[config.mk]
export PLATFORM = sky130hd
export DESIGN_NAME = proximity_tap_trigger
export DESIGN_NICKNAME = d
export VERILOG_FILES = /design/src/rtl/ptt_pkg.sv /design/src/rtl/ptt_ctrl.sv /design/src/rtl/ptt_datapath.sv /design/src/rtl/proximity_tap_trigger.sv
export SDC_FILE = /design/constraint.sdc
export NUM_CORES = 1
export LEC_CHECK = 0
export ABC_AREA = 1
export BUFFER_PORTS_ARGS = -buffer_cell sky130_fd_sc_hd__buf_4
export CELL_PAD_IN_SITES_DETAIL_PLACEMENT = 0
export CELL_PAD_IN_SITES_GLOBAL_PLACEMENT = 1
export CORE_ASPECT_RATIO = 0.6
export CORE_MARGIN = 10
export CORE_UTILIZATION = 49
export CTS_BUF_LIST = sky130_fd_sc_hd__clkbuf_4 sky130_fd_sc_hd__clkbuf_8
export CTS_CLUSTER_SIZE = 16
export DETAILED_ROUTE_END_ITERATION = 16
export MAX_ROUTING_LAYER = met4
export PLACE_DENSITY = 0.92
export SYNTH_ARGS = -nofsm -noshare
export SYNTH_HDL_FRONTEND = slang
export SYNTH_HIERARCHICAL = 1
export SYNTH_SLANG_ARGS = --single-unit
[constraint.sdc]
create_clock -name clk -period 7.3 [get_ports clk]
set_clock_uncertainty 0.15 [all_clocks]
set_input_delay 0.365 -clock clk [delete_from_list [all_inputs] [get_ports clk]]
set_output_delay 0.365 -clock clk [all_outputs]
set_load 0.01 [all_outputs]
[src/rtl/ptt_pkg.sv]
// Shared types and constants for the proximity tap trigger.
`default_nettype none

package ptt_pkg;

    localparam int ENTRIES_DEF = 3;

    localparam int ADDR_W     = 48;
    localparam int SCORE_W    = 8;
    localparam int HOLD_W     = 16;
    localparam int CFG_IDX_W  = 3;
    localparam int CFG_DATA_W = 16;

    localparam logic [SCORE_W-1:0] SCORE_NONE = 8'd255;

    localparam logic [CFG_IDX_W-1:0] CFG_ENABLE    = 3'd0;
    localparam logic [CFG_IDX_W-1:0] CFG_THRESHOLD = 3'd1;
    localparam logic [CFG_IDX_W-1:0] CFG_STEP      = 3'd2;
    localparam logic [CFG_IDX_W-1:0] CFG_CEILING   = 3'd3;
    localparam logic [CFG_IDX_W-1:0] CFG_TRIGGER   = 3'd4;
    localparam logic [CFG_IDX_W-1:0] CFG_HOLDOFF   = 3'd5;

    localparam logic              RST_ENABLE    = 1'b1;
    localparam logic signed [7:0] RST_THRESHOLD = -8'sd35;
    localparam logic [6:0]        RST_STEP      = 7'd2;
    localparam logic [7:0]        RST_CEILING   = 8'd20;
    localparam logic [6:0]        RST_TRIGGER   = 7'd14;
    localparam logic [15:0]       RST_HOLDOFF   = 16'd30;

    typedef struct packed {
        logic capture;
        logic search;
        logic commit;
    } cmd_t;

endpackage

`default_nettype wire

[src/rtl/ptt_ctrl.sv]
// Controller state machine: handshakes, sequencing and output word valid.
`default_nettype none

module ptt_ctrl (
    input  wire logic        clk,
    input  wire logic        rst_n,
    input  wire logic        in_valid,
    output logic             in_stall,
    output logic             out_valid,
    input  wire logic        out_stall,
    output ptt_pkg::cmd_t    cmd
);

    typedef enum logic [2:0] {
        ST_IDLE  = 3'b001,
        ST_FIND  = 3'b010,
        ST_APPLY = 3'b100
    } state_t;

    state_t state_reg;
    state_t state_next;
    logic   out_valid_reg;
    logic   out_valid_next;
    logic   out_free;
    logic   accept;

    assign out_free = !out_valid_reg || !out_stall;
    assign in_stall = !((state_reg == ST_IDLE) || ((state_reg == ST_APPLY) && out_free));
    assign accept   = in_valid && !in_stall;

    assign cmd.capture = accept;
    assign cmd.search  = (state_reg == ST_FIND);
    assign cmd.commit  = (state_reg == ST_APPLY) && out_free;

    assign out_valid_next = cmd.commit || (out_valid_reg && out_stall);
    assign out_valid      = out_valid_reg;

    always_comb
    begin
        unique case (state_reg)
            ST_IDLE:
            begin
                state_next = accept ? ST_FIND : ST_IDLE;
            end
            ST_FIND:
            begin
                state_next = ST_APPLY;
            end
            ST_APPLY:
            begin
                if (!out_free)
                begin
                    state_next = ST_APPLY;
                end
                else
                begin
                    state_next = accept ? ST_FIND : ST_IDLE;
                end
            end
            default:
            begin
                state_next = ST_IDLE;
            end
        endcase
    end

    always_ff @(posedge clk or negedge rst_n)
    begin
        if (!rst_n)
        begin
            state_reg     <= ST_IDLE;
            out_valid_reg <= 1'b0;
        end
        else
        begin
            state_reg     <= state_next;
            out_valid_reg <= out_valid_next;
        end
    end

endmodule

`default_nettype wire

[src/rtl/ptt_datapath.sv]
// Datapath: config registers, sender table, search, score update and result word.
`default_nettype none

module ptt_datapath #(
    parameter int ENTRIES = ptt_pkg::ENTRIES_DEF
) (
    input  wire logic                              clk,
    input  wire logic                              rst_n,
    input  wire ptt_pkg::cmd_t                     cmd,
    input  wire logic                              cfg_write,
    input  wire logic [ptt_pkg::CFG_IDX_W-1:0]     cfg_index,
    input  wire logic [ptt_pkg::CFG_DATA_W-1:0]    cfg_data,
    input  wire logic                              func,
    input  wire logic [ptt_pkg::ADDR_W-1:0]        sender_address,
    input  wire logic signed [7:0]                 strength,
    input  wire logic                              tap_flag,
    output logic                                   toggle,
    output logic                                   holdoff_active
);

    localparam int IDX_W  = (ENTRIES > 1) ? $clog2(ENTRIES) : 1;
    localparam int LEAVES = 1 << IDX_W;

    // configuration
    logic              enable_reg;
    logic signed [7:0] threshold_reg;
    logic [6:0]        step_reg;
    logic [7:0]        ceiling_reg;
    logic [6:0]        trigger_reg;
    logic [15:0]       holdoff_ticks_reg;

    // captured word
    logic                          func_reg;
    logic [ptt_pkg::ADDR_W-1:0]    addr_reg;
    logic signed [7:0]             strength_reg;
    logic                          tap_reg;

    // search results
    logic [IDX_W-1:0] sel_reg;
    logic             found_reg;
    logic             pass_reg;

    // table state
    logic [ptt_pkg::ADDR_W-1:0]  entry_addr_reg  [ENTRIES];
    logic [ptt_pkg::ADDR_W-1:0]  entry_addr_next [ENTRIES];
    logic [ptt_pkg::SCORE_W-1:0] entry_score_reg [ENTRIES];
    logic [ptt_pkg::SCORE_W-1:0] entry_score_next[ENTRIES];
    logic [ptt_pkg::HOLD_W-1:0]  holdoff_reg;
    logic [ptt_pkg::HOLD_W-1:0]  holdoff_next;

    logic toggle_reg;
    logic toggle_next;
    logic holdoff_active_reg;

    // search logic
    logic [ENTRIES-1:0]           hit;
    logic                         any_hit;
    logic [IDX_W-1:0]             hit_idx;
    logic [ptt_pkg::SCORE_W-1:0]  leaf_score [LEAVES];
    logic [IDX_W-1:0]             leaf_idx   [LEAVES];
    logic [ptt_pkg::SCORE_W-1:0]  lvl_score  [IDX_W+1][LEAVES];
    logic [IDX_W-1:0]             lvl_idx    [IDX_W+1][LEAVES];

    // update logic
    logic [ptt_pkg::SCORE_W-1:0]  prev_score;
    logic [ptt_pkg::SCORE_W:0]    sum_score;
    logic [ptt_pkg::SCORE_W-1:0]  new_score;
    logic                         fire;

    genvar g;
    generate
        for (g = 0; g < ENTRIES; g++)
        begin : g_hit
            assign hit[g] = (entry_addr_reg[g] == addr_reg);
        end
        for (g = 0; g < LEAVES; g++)
        begin : g_leaf
            if (g < ENTRIES)
            begin : g_real
                assign leaf_score[g] = entry_score_reg[g];
            end
            else
            begin : g_pad
                assign leaf_score[g] = ptt_pkg::SCORE_NONE;
            end
            assign leaf_idx[g] = IDX_W'(g);
        end
    endgenerate

    assign any_hit = |hit;

    always_comb
    begin
        hit_idx = '0;
        for (int i = ENTRIES - 1; i >= 0; i--)
        begin
            if (hit[i])
            begin
                hit_idx = IDX_W'(i);
            end
        end
    end

    // lowest-score tree, ties go to the lower index
    always_comb
    begin
        for (int l = 0; l <= IDX_W; l++)
        begin
            for (int k = 0; k < LEAVES; k++)
            begin
                lvl_score[l][k] = ptt_pkg::SCORE_NONE;
                lvl_idx[l][k]   = '0;
            end
        end
        for (int k = 0; k < LEAVES; k++)
        begin
            lvl_score[0][k] = leaf_score[k];
            lvl_idx[0][k]   = leaf_idx[k];
        end
        for (int l = 0; l < IDX_W; l++)
        begin
            for (int k = 0; k < (LEAVES >> (l + 1)); k++)
            begin
                if (lvl_score[l][2*k+1] < lvl_score[l][2*k])
                begin
                    lvl_score[l+1][k] = lvl_score[l][2*k+1];
                    lvl_idx[l+1][k]   = lvl_idx[l][2*k+1];
                end
                else
                begin
                    lvl_score[l+1][k] = lvl_score[l][2*k];
                    lvl_idx[l+1][k]   = lvl_idx[l][2*k];
                end
            end
        end
    end

    always_comb
    begin
        prev_score = found_reg ? entry_score_reg[sel_reg] : '0;
        sum_score  = {1'b0, prev_score} + {2'b00, step_reg};
        new_score  = (sum_score > {1'b0, ceiling_reg}) ? ceiling_reg
                                                       : sum_score[ptt_pkg::SCORE_W-1:0];
        fire       = (prev_score <= {1'b0, trigger_reg}) && (new_score > {1'b0, trigger_reg});
    end

    always_comb
    begin
        for (int i = 0; i < ENTRIES; i++)
        begin
            entry_addr_next[i]  = entry_addr_reg[i];
            entry_score_next[i] = entry_score_reg[i];
        end
        holdoff_next = holdoff_reg;
        toggle_next  = 1'b0;
        if (func_reg)
        begin
            for (int i = 0; i < ENTRIES; i++)
            begin
                if (entry_score_reg[i] != '0)
                begin
                    entry_score_next[i] = entry_score_reg[i] - 1'b1;
                end
            end
            if (holdoff_reg != '0)
            begin
                holdoff_next = holdoff_reg - 1'b1;
            end
        end
        else if (pass_reg)
        begin
            if (!found_reg)
            begin
                entry_addr_next[sel_reg]  = addr_reg;
                entry_score_next[sel_reg] = '0;
            end
            if (holdoff_reg == '0)
            begin
                entry_score_next[sel_reg] = new_score;
                if (fire)
                begin
                    holdoff_next = holdoff_ticks_reg;
                    toggle_next  = 1'b1;
                end
            end
        end
    end

    always_ff @(posedge clk or negedge rst_n)
    begin
        if (!rst_n)
        begin
            enable_reg        <= ptt_pkg::RST_ENABLE;
            threshold_reg     <= ptt_pkg::RST_THRESHOLD;
            step_reg          <= ptt_pkg::RST_STEP;
            ceiling_reg       <= ptt_pkg::RST_CEILING;
            trigger_reg       <= ptt_pkg::RST_TRIGGER;
            holdoff_ticks_reg <= ptt_pkg::RST_HOLDOFF;
        end
        else if (cfg_write)
        begin
            unique case (cfg_index)
                ptt_pkg::CFG_ENABLE:    enable_reg        <= cfg_data[0];
                ptt_pkg::CFG_THRESHOLD: threshold_reg     <= cfg_data[7:0];
                ptt_pkg::CFG_STEP:      step_reg          <= cfg_data[6:0];
                ptt_pkg::CFG_CEILING:   ceiling_reg       <= cfg_data[7:0];
                ptt_pkg::CFG_TRIGGER:   trigger_reg       <= cfg_data[6:0];
                ptt_pkg::CFG_HOLDOFF:   holdoff_ticks_reg <= cfg_data[15:0];
                default:                ;
            endcase
        end
    end

    always_ff @(posedge clk)
    begin
        if (cmd.capture)
        begin
            func_reg     <= func;
            addr_reg     <= sender_address;
            strength_reg <= strength;
            tap_reg      <= tap_flag;
        end
        if (cmd.search)
        begin
            sel_reg   <= any_hit ? hit_idx : lvl_idx[IDX_W][0];
            found_reg <= any_hit;
            pass_reg  <= enable_reg && tap_reg && (strength_reg >= threshold_reg);
        end
        if (cmd.commit)
        begin
            toggle_reg         <= toggle_next;
            holdoff_active_reg <= (holdoff_next != '0);
        end
    end

    always_ff @(posedge clk or negedge rst_n)
    begin
        if (!rst_n)
        begin
            for (int i = 0; i < ENTRIES; i++)
            begin
                entry_addr_reg[i]  <= '0;
                entry_score_reg[i] <= '0;
            end
            holdoff_reg <= '0;
        end
        else if (cmd.commit)
        begin
            for (int i = 0; i < ENTRIES; i++)
            begin
                entry_addr_reg[i]  <= entry_addr_next[i];
                entry_score_reg[i] <= entry_score_next[i];
            end
            holdoff_reg <= holdoff_next;
        end
    end

    assign toggle         = toggle_reg;
    assign holdoff_active = holdoff_active_reg;

endmodule

`default_nettype wire

[src/rtl/proximity_tap_trigger.sv]
// Top level of the proximity tap trigger: controller plus datapath.
//
// Input words carry func (0 beacon, 1 tick), sender_address, strength and
// tap_flag; each is taken when in_valid is high and in_stall is low.
// Every input word yields exactly one output word (toggle, holdoff_active),
// taken when out_valid is high and out_stall is low.
// After input accept the table search runs in the FIND state, then the score
// update and result register load in APPLY; a new word is accepted only when
// idle or during that update step, so this search/update sequence sets throughput.
// A finished word sits in the output register while the next input word is
// accepted and searched; if out_stall holds, the block waits in the update
// step and stalls its input until the output register frees up.
// Configuration is written through cfg_write/cfg_index/cfg_data; the user
// must write it only while idle, which the block itself does not enforce.
// Reset clears the sender table, scores and hold-off counter, restores the
// register defaults and leaves both channels empty.
`default_nettype none

module proximity_tap_trigger #(
    parameter int ENTRIES = ptt_pkg::ENTRIES_DEF
) (
    input  wire logic                              clk,
    input  wire logic                              rst_n,
    input  wire logic                              in_valid,
    output logic                                   in_stall,
    input  wire logic                              func,
    input  wire logic [ptt_pkg::ADDR_W-1:0]        sender_address,
    input  wire logic signed [7:0]                 strength,
    input  wire logic                              tap_flag,
    output logic                                   out_valid,
    input  wire logic                              out_stall,
    output logic                                   toggle,
    output logic                                   holdoff_active,
    input  wire logic                              cfg_write,
    input  wire logic [ptt_pkg::CFG_IDX_W-1:0]     cfg_index,
    input  wire logic [ptt_pkg::CFG_DATA_W-1:0]    cfg_data
);

    ptt_pkg::cmd_t cmd;

    ptt_ctrl u_ctrl (
        .clk       (clk),
        .rst_n     (rst_n),
        .in_valid  (in_valid),
        .in_stall  (in_stall),
        .out_valid (out_valid),
        .out_stall (out_stall),
        .cmd       (cmd)
    );

    ptt_datapath #(
        .ENTRIES (ENTRIES)
    ) u_dp (
        .clk            (clk),
        .rst_n          (rst_n),
        .cmd            (cmd),
        .cfg_write      (cfg_write),
        .cfg_index      (cfg_index),
        .cfg_data       (cfg_data),
        .func           (func),
        .sender_address (sender_address),
        .strength       (strength),
        .tap_flag       (tap_flag),
        .toggle         (toggle),
        .holdoff_active (holdoff_active)
    );

`ifndef NO_ASSERTIONS
    a_busy_after_accept: assert property (@(posedge clk) disable iff (!rst_n)
        (in_valid && !in_stall) |=> (in_stall && cmd.search))
        else $error("input not stalled during search");

    a_no_overwrite: assert property (@(posedge clk) disable iff (!rst_n)
        cmd.commit |-> !(out_valid && out_stall))
        else $error("result register overwritten while stalled");

    a_out_drains: assert property (@(posedge clk) disable iff (!rst_n)
        (out_valid && !out_stall && !cmd.commit) |=> !out_valid)
        else $error("output word repeated");

    a_commit_before_accept: assert property (@(posedge clk) disable iff (!rst_n)
        cmd.search |=> !cmd.capture || cmd.commit)
        else $error("input accepted before update");
`endif

endmodule

`default_nettype wire

==> impl_metrics.ini, run 1 <==
[cells_and_area]
nets = 2110
synthToLayoutAreaGrowth_pct = 17.90
antenna_cells = 0
largest_reg_flops = 144
drive_gt1_frac = 0.1152
final_common_cell = nand2_1
mostFrequentLayoutCells = nand2_1, o21ai_0, dfrtp_1, inv_1, xnor2_1
utilization = 0.5906
n_fill_cell = 2695

[sta]
relSlewSlack = 0.2767
fin_tns_setup_ns = 0
tightest_slew_ns = 1.071
hold_slack_ns = 0.04985
max_freq_mhz = 146.3
rsz0062_at_grt = false
setup_viol = 0
hold_violations = 0
min_period_over_period = 0.9367
maxSlewViolCount = 0
period_minus_slack_ns = 6.838

[global_routing]
grt_pass1_vias = 12672
antenna_found_initial = 0
grt_use_total = 0.2318
grt_max_degree = 127
grt_pass1_wl_mm = 72.19
grt.overflow.total = 0

[placement]
numPortBuffers = 85
hpwl_mm = 31.84
gp_congestion = 0.9762

[routing]
wl_per_cell_um = 18.65
drc = 0
drtIter0Drc = 1724
drt-vias-per-instance = 5.571
drtAntennaViolNets = 0
routed_wirelength_mm = 45.18
via_count = 13492
first_pass_iters = 5

[cts]
cts-root-buf = clkbuf_8
cts_buffers = 46
worstSkewPairLatency_ns = 0.60
tritoncts = yes
cts_sinks = 299
clockBufferDepth = 3
h-tree-depth = 2
clkTransAtPathRegs_ns = 0.07

[worst_setup_path]
endpoint_kind = flop
crit_type = flop to flop
cp_slowest_cell = o21ai_0
crit_required_ns = 7.50
start_kind = flop
crit_path_frequent_cell = nand2_1
crit_arrival_ns = 7.04
crit_fanout = 18
reg2reg_slack_ns = 0.46
rr_worst_depth = 38
max_stage_delay_ns = 0.83

[yosys]
synth_top_family_by_area = simple AND/OR/NAND/NOR gates
synth_edf_count = 64
syn_inst = 1812
ys_types = 52
synth.yosys.seq_area_share = 0.4964
synth_simple_gate_area_frac = 0.1837
synth_ff_type = dfrtp_1
synthAdderAreaFrac = 0.04731
synth_xor_area_frac = 0.07167
synth_nets = 1953
async_reset_ff_frac = 0.7860
synth_mux_area_frac = 0.001429
yosys_warnings = 6
avgSynthCellArea_sq_um = 8.700
netlist_area_sq_mm = 0.01576
yosys_register_bits = 299
synth_compound_area_frac = 0.1339

[die]
die-area_sq_mm = 0.03998
core_sq_mm = 0.03147
num_io_pins = 86
num_rows = 50
die_x_um = 251.6
die_h_um = 158.9
initial_core_util = 0.5010

[power_and_ir_drop]
ir_drop_mv = 0.2687
p_leak_nw = 8.299
cellPowerDensity_mw_per_mm2 = 359.3

[run]
cap_violations = 0

[hold_path]
hold_class = primary input to flop
hold-path-cell-count = 3

[status]
status = finished clean
[area by class of cell]
type                       count  area (sq um)  area share
multi-input combinational   1246          6949      0.3739
clock buffer                  70         894.6     0.04814
inverter                     206         773.2     0.04161
timing repair buffer         170          1479     0.07957
sequential                   299          7825      0.4210
clock inverter                15         143.9    0.007742
tap                          416         520.5     0.02801
[through the flow]
| step | setup slack, ns | std cells | power [mW] | cell area, sq um |
|---|---|---|---|---|
| floorplan | 1.957 | 1812 | 4.188 | 15760 |
| global placement | 0.9571 | 2259 | 4.944 | 16770 |
| detailed placement | 0.7750 | 2259 | 5.014 | 16770 |
| CTS | 0.6781 | 2422 | 6.637 | 18590 |
| global route | 0.004883 | 2422 | 7.166 | 18590 |
| finish | 0.4624 | 2422 | 6.679 | 18590 |
[per-layer routing]
metal  routed length [um]  vias up  global-route usage
met5                    0        -                   -
met4                  573        0             0.04391
met3                 5000       54             0.05747
met2                17180      603              0.2855
met1                22420     6443              0.3673
li1                     -     6392                   -
[cells in the mapped netlist (3+ instances only)]
cell type	instances	share of area
nand2_1	381	0.091
o21ai_0	279	0.089
dfrtp_1	217	0.34
inv_1	200	0.048
xnor2_1	121	0.067
nor2_1	95	0.023
nand3_1	81	0.026
edfxtp_1	64	0.12
ha_1	58	0.046
a21oi_1	54	0.017
nand4_1	47	0.019
clkbuf_1	43	0.010
dfstp_2	18	0.030
a31oi_1	17	0.0067
nor4_1	12	0.0048
buf_1	11	0.0026
nor3_1	10	0.0032
o211ai_1	9	0.0043
or2_2	8	0.0032
xor2_1	8	0.0044
nand3b_1	7	0.0033
o22ai_1	7	0.0028
nand2_2	6	0.0024
inv_2	5	0.0012
o21ai_1	5	0.0016
o2111ai_1	4	0.0022
buf_6	3	0.0021
nand3_2	3	0.0019
o21a_1	3	0.0014
o311ai_0	3	0.0017
[cell families after synthesis]
group	Yosys count
AND/OR/NAND/NOR	662
AO/OA/AOI/OAI	394
flip-flops	299
buffers and inverters	267
XOR/XNOR	129
adder cells (fa/ha/maj)	59
multiplexers	2
[final timing paths]
path	startpoint	to
max in group asynchronous	rst_n	u_dp/entry_score_reg[4]
worst max register to register	u_dp/sel_reg[1]	u_dp/holdoff_active
worst max-delay path	u_dp/sel_reg[1]	u_dp/holdoff_active
worst min register to register	u_dp/holdoff_ticks_reg[6]	u_dp/holdoff_ticks_reg[6]
min in group asynchronous	rst_n	u_dp/entry_addr_reg[121]
worst min-delay path	cfg_data[0]	u_dp/step_reg[0]
[report_power, final]
group          internal [mW]  switching [mW]
combinational          0.914            1.72
sequential              2.10           0.388
clock                  0.862           0.698
total                   3.88            2.80
[timing repair]
| item | in CTS | in global routing |
|---|---|---|
| endpoints found under the hold margin | 207 | 0 |
| buffers inserted | 0 | 0 |
| hold buffers | 78 | 0 |
| resized for setup | 0 | 0 |
[critical path, delay by kind of cell (launching register included)]
family	cells	cell delay, ns
and+or+nand+nor	26	2.88
adders and majority gates	4	1.15
DFF	1	0.40
AOI/OAI and AO/OA	4	1.44
buffers and inverters	3	0.41
xor gates and xnor gates	1	0.18
No activity file was read; power rests on OpenSTA's default activity.
==> run 2, diff against run 1 <==
--- a/config.mk
+++ b/config.mk
@@ -11,12 +11,12 @@
 export CELL_PAD_IN_SITES_GLOBAL_PLACEMENT = 1
 export CORE_ASPECT_RATIO = 0.6
 export CORE_MARGIN = 10
-export CORE_UTILIZATION = 49
+export CORE_UTILIZATION = 50
 export CTS_BUF_LIST = sky130_fd_sc_hd__clkbuf_4 sky130_fd_sc_hd__clkbuf_8
 export CTS_CLUSTER_SIZE = 16
 export DETAILED_ROUTE_END_ITERATION = 16
 export MAX_ROUTING_LAYER = met4
-export PLACE_DENSITY = 0.92
+export PLACE_DENSITY = 0.93
 export SYNTH_ARGS = -nofsm -noshare
 export SYNTH_HDL_FRONTEND = slang
 export SYNTH_HIERARCHICAL = 1
==> constraint.sdc (replaced) <==
create_clock -name clk -period 8.7 [get_ports clk]
set_clock_uncertainty 0.15 [all_clocks]
set_input_delay 0.435 -clock clk [delete_from_list [all_inputs] [get_ports clk]]
set_output_delay 0.435 -clock clk [all_outputs]
set_load 0.01 [all_outputs]
==> run 2 against run 1 <==
Net effect: non-clock buffer count down 9; die area down 1.8%; critical path type unchanged; final cell count down 0.33%; worst hold slack worse by 0.010 ns; combinational power down 16%; critical endpoint unchanged; via count down 0.60%; clock power down 19%.
==> impl_metrics.ini, run 2 (synthesis gave the netlist of run 1 again) <==
[die]
num_io_pins = 86
die_x_um = 249.2
core_sq_mm = 0.03115
initial_core_util = 0.5060
die_h_um = 157.5
die-area_sq_mm = 0.03926
num_rows = 50

[cts]
tritoncts = yes
cts_buffers = 46
worstSkewPairLatency_ns = 0.59
clockBufferDepth = 3
h-tree-depth = 2
clkTransAtPathRegs_ns = 0.07
cts_sinks = 299
cts-root-buf = clkbuf_8

[worst_setup_path]
reg2reg_slack_ns = 2.10
crit_path_start = u_dp/sel_reg[1]
start_kind = flop
max_stage_delay_ns = 0.59
crit_type = flop to flop
timing.rr.start = u_dp/sel_reg[1]
crit_fanout = 18
endpoint_kind = flop
cp_slowest_cell = o21ai_0
endpoint = u_dp/holdoff_active
crit_required_ns = 8.90
crit_arrival_ns = 6.80
r2r_end = u_dp/holdoff_active
rr_worst_depth = 40
crit_path_frequent_cell = nand2_1

[sta]
period_minus_slack_ns = 6.601
hold_violations = 0
relSlewSlack = 0.2652
max_freq_mhz = 151.5
maxSlewViolCount = 0
min_period_over_period = 0.7588
rsz0062_at_grt = false
fin_tns_setup_ns = 0
setup_viol = 0
tightest_slew_ns = 1.088

[cells_and_area]
mostFrequentLayoutCells = nand2_1, o21ai_0, dfrtp_1, inv_1, xnor2_1
synthToLayoutAreaGrowth_pct = 16.99
seqCellArea_sq_mm = 0.007825
final_cells = 2414
n_fill_cell = 2700
final_common_cell = nand2_1
largest_reg_flops = 144
multiInputGateArea_sq_mm = 0.006942
drive_gt1_frac = 0.1127
nets = 2101

[status]
status = finished clean

[routing]
routed_wirelength_mm = 45.35
first_pass_iters = 5
drc = 0
drt-vias-per-instance = 5.556
drtIter0Drc = 1536
wl_per_cell_um = 18.78
drtAntennaViolNets = 0
via_count = 13411

[run]
cap_violations = 0

[global_routing]
grt_pass1_wl_mm = 72.04
grt_max_degree = 97
grt.overflow.total = 0
antenna_found_initial = 1
grt_use_total = 0.2373
grt_pass1_vias = 12728

[hold_path]
hold_start = cfg_index[1]
hold_class = primary input to flop

[power_and_ir_drop]
p_leak_nw = 8.232
cellPowerDensity_mw_per_mm2 = 301.2
ir_drop_mv = 0.2997

[placement]
numPortBuffers = 85
gp_congestion = 0.9656
hpwl_mm = 32.25
dp.cells = 2258
==> run 2: what timing repair did <==
item,in CTS,in global routing
setup endpoints to repair,0,0
hold endpoints to repair,160,0
hold buffers,70,0
resized for setup,0,0
buffers inserted,0,0
==> run 2: through the flow <==
step | area, sq um | hold WS (ns) | setup slack, ns | total power, mW | utilization
final | 18440 | 0.03960 | 2.099 | 5.555 | 0.5920
after global routing | 18440 | 0.04456 | 1.423 | 5.956 | 0.5920
after floorplan | 15760 | -0.01059 | 3.357 | 3.514 | -
after global placement | 16750 | 0.3143 | 2.426 | 4.148 | 0.5377
after CTS | 18440 | 0.008755 | 2.178 | 5.513 | 0.5919
after detailed placement | 16750 | 0.3282 | 2.175 | 4.217 | 0.5377
==> run 2: final cells by class <==
cell class | count | share of cell area
Timing Repair Buffer | 161 | 0.07544
Clock inverter | 11 | 0.004478
Inverter | 206 | 0.04193
Multi-Input combinational cell | 1246 | 0.3764
Tap cell | 416 | 0.02822
Sequential cell | 299 | 0.4243
Clock buffer | 74 | 0.04912
Antenna cell | 1 | 0.0001357
==> run 2: worst max-delay path: cells and delay by family (launching register included) <==
kind            cells  cell delay, ns
simple gates       26            2.87
compound gates      5            1.17
fa+ha+maj           4            1.13
buf+inv             4            0.46
flops               1            0.41
xor+xnor            1            0.20
==> run 2: metal layers <==
| metal | vias up | part of all wire | track usage |
|---|---|---|---|
| li1 | 6373 | - | - |
| met1 | 6426 | 0.49 | 0.3605 |
| met2 | 568 | 0.39 | 0.3008 |
| met3 | 44 | 0.11 | 0.07011 |
| met4 | 0 | 0.011 | 0.04455 |
| met5 | - | 0 | - |
==> run 2: power breakdown <==
group / internal [mW] / switching, mW
clock network: 0.690 / 0.568
logic: 0.759 / 1.46
registers: 1.76 / 0.317
total: 3.21 / 2.34
==> run 2: how the worst min path moves through the flow <==
stage,endpoint,slack [ns],cells past startpoint
finish,u_dp/enable_reg,0.04,4
global route,u_dp/enable_reg,0.04,4
CTS,u_dp/enable_reg,0.009,4
detailed placement,u_dp/trigger_reg[6],0.33,2
global placement,u_dp/holdoff_ticks_reg[0],0.31,2
floorplan,u_ctrl/out_valid,-0.01,0
==> run 3, diff against run 2 <==
--- a/config.mk
+++ b/config.mk
@@ -11,12 +11,12 @@
 export CELL_PAD_IN_SITES_GLOBAL_PLACEMENT = 1
 export CORE_ASPECT_RATIO = 0.6
 export CORE_MARGIN = 10
-export CORE_UTILIZATION = 50
+export CORE_UTILIZATION = 49
 export CTS_BUF_LIST = sky130_fd_sc_hd__clkbuf_4 sky130_fd_sc_hd__clkbuf_8
 export CTS_CLUSTER_SIZE = 16
 export DETAILED_ROUTE_END_ITERATION = 16
 export MAX_ROUTING_LAYER = met4
-export PLACE_DENSITY = 0.93
+export PLACE_DENSITY = 0.92
 export SYNTH_ARGS = -nofsm -noshare
 export SYNTH_HDL_FRONTEND = slang
 export SYNTH_HIERARCHICAL = 1
==> constraint.sdc (replaced) <==
create_clock -name clk -period 6.1 [get_ports clk]
set_clock_uncertainty 0.15 [all_clocks]
set_input_delay 0.305 -clock clk [delete_from_list [all_inputs] [get_ports clk]]
set_output_delay 0.305 -clock clk [all_outputs]
set_load 0.01 [all_outputs]
==> run 3 against run 2 <==
Net effect: register-to-register slack got worse by 1.8 ns; clock power increased by 48%; critical path depth is 3 higher; setup slack got worse by 1.8 ns; fmax grew 14%; critical path type unchanged.
==> impl_metrics.ini, run 3 (synthesis gave the netlist of run 1 again) <==
[status]
status = finished clean

[die]
die_x_um = 251.6
num_rows = 50
core_sq_mm = 0.03147
die_h_um = 158.9
initial_core_util = 0.5010
num_io_pins = 86
die-area_sq_mm = 0.03998

[routing]
routed_wirelength_mm = 46.39
first_pass_iters = 6
drtAntennaViolNets = 0
drc = 0
via_count = 13501
drt-vias-per-instance = 5.526
wl_per_cell_um = 18.99
drtIter0Drc = 1437

[placement]
hpwl_mm = 32.36
post-place-ws_ns = -0.08542
gp_congestion = 0.9401
place_area_sq_mm = 0.01684
dp.cells = 2267
numPortBuffers = 85

[global_routing]
grt_pass1_wl_mm = 72.04
grt.overflow.total = 0
grt_use_total = 0.2320
grt_max_degree = 154
grt_pass1_vias = 12719
antenna_found_initial = 1

[sta]
max_freq_mhz = 173.0
fin_ws_ns = 0.3208
setup_viol = 0
tightest_slew_ns = 1.063
hold_violations = 0
relSlewSlack = 0.2823
fin_tns_setup_ns = 0
min_period_over_period = 0.9474
period_minus_slack_ns = 5.779
maxSlewViolCount = 0

[cells_and_area]
nets = 2131
mostFrequentLayoutCells = nand2_1, o21ai_0, dfrtp_1, inv_1, xnor2_1
n_fill_cell = 2708
final_common_cell = nand2_1
drive_gt1_frac = 0.1328
design_area_sq_mm = 0.01887
synthToLayoutAreaGrowth_pct = 19.72
final_cells = 2443
largest_reg_flops = 144

[power_and_ir_drop]
p_switching_mw = 3.526
netSwitchingFraction = 0.4162
p_int_mw = 4.947
cellPowerDensity_mw_per_mm2 = 448.9
p_comb_frac = 0.429
clockPowerShare = 0.221
seq_power_share = 0.350
total_power_mw = 8.472
p_leak_nw = 8.402
ir_drop_mv = 0.2601

[cts]
clockBufferDepth = 3
worstSkewPairLatency_ns = 0.58
cts_buffers = 45
clkTransAtPathRegs_ns = 0.07
h-tree-depth = 2
tritoncts = yes
cts-root-buf = clkbuf_8
cts_sinks = 299

[worst_setup_path]
cp_slowest_cell = edfxtp_1
start_kind = flop
crit_type = flop to flop
crit_arrival_ns = 5.97
max_stage_delay_ns = 0.48
reg2reg_slack_ns = 0.32
endpoint_kind = flop
crit_path_frequent_cell = nand2_1
rr_worst_depth = 43
crit_required_ns = 6.29
crit_fanout = 7

[hold_path]
hold_class = primary input to async pin

[run]
cap_violations = 0
==> run 3: cell types whose count changed in the layout (fill, tap and decap cells not counted), sizes merged <==
| cell | change |
|---|---|
| buf | +19 |
| clkinv | -5 |
| clkinvlp | +2 |
| bufinv | +1 |
| dlygate4sd3 | +11 |
| nand2 | +1 |
==> run 3: what timing repair did <==
item	4_1_cts	5_1_grt
setup buffers	4	6
endpoints found under the hold margin	183	0
hold buffers	81	0
pin swaps	1	12
resized for setup	1	29
setup endpoints to repair	1	18
gates cloned	0	1
==> run 3: area by class of cell <==
class                           instances  area [sq um]  share of cell area
Multi-Input combinational cell       1247          7048              0.3734
Inverter                              206         773.2             0.04097
Sequential cell                       299          7825              0.4146
Timing Repair Buffer                  191          1673             0.08864
Clock buffer                           74         930.9             0.04932
Tap cell                              416         520.5             0.02758
Antenna cell                            1         2.502           0.0001326
Clock inverter                          9         100.1            0.005304
==> run 3: per-layer routing <==
layer | GRT usage | wire length (um) | part of all wire | up-vias
li1 | - | - | - | 6413
met1 | 0.3509 | 22340 | 0.48 | 6442
met2 | 0.2919 | 17950 | 0.39 | 597
met3 | 0.07815 | 5562 | 0.12 | 49
met4 | 0.03952 | 533 | 0.011 | 0
met5 | - | 0 | 0 | -
==> run 3: worst paths after layout <==
kind                                           start                         to
min in group clk                        cfg_index[1]      u_dp/threshold_reg[7]
min reg2reg                u_dp/holdoff_ticks_reg[5]  u_dp/holdoff_ticks_reg[5]
max reg2reg                          u_dp/sel_reg[0]        u_dp/holdoff_active
max in group asynchronous                      rst_n    u_dp/entry_addr_reg[97]
min                                            rst_n           u_dp/step_reg[3]
max                                  u_dp/sel_reg[0]        u_dp/holdoff_active
==> run 3: power groups by stage <==
stage	Sequential [mW]	Clock, mW	Combinational (mW)
after global placement	2.96	0	3.05
after floorplan	2.83	0	2.18
after detailed placement	2.98	0	3.13
final	2.97	1.87	3.64
after CTS	2.95	1.90	3.28
after global routing	3.02	2.00	4.02
==> run 3: per-stage QoR <==
step                      utilization  hold WS, ns
final                          0.5998       0.1868
after global routing           0.5998       0.2428
after CTS                      0.5947       0.1600
after detailed placement       0.5351       0.2062
after global placement         0.5351       0.2040
after floorplan                     -      -0.1406
==> run 3: worst max-delay path: cells and delay by family, from the launching register on <==
family,cells,cell delay (ns)
fa+ha+maj,4,1.13
simple gates,26,2.58
buf+inv,8,0.69
compound gates,5,0.53
flops,1,0.48
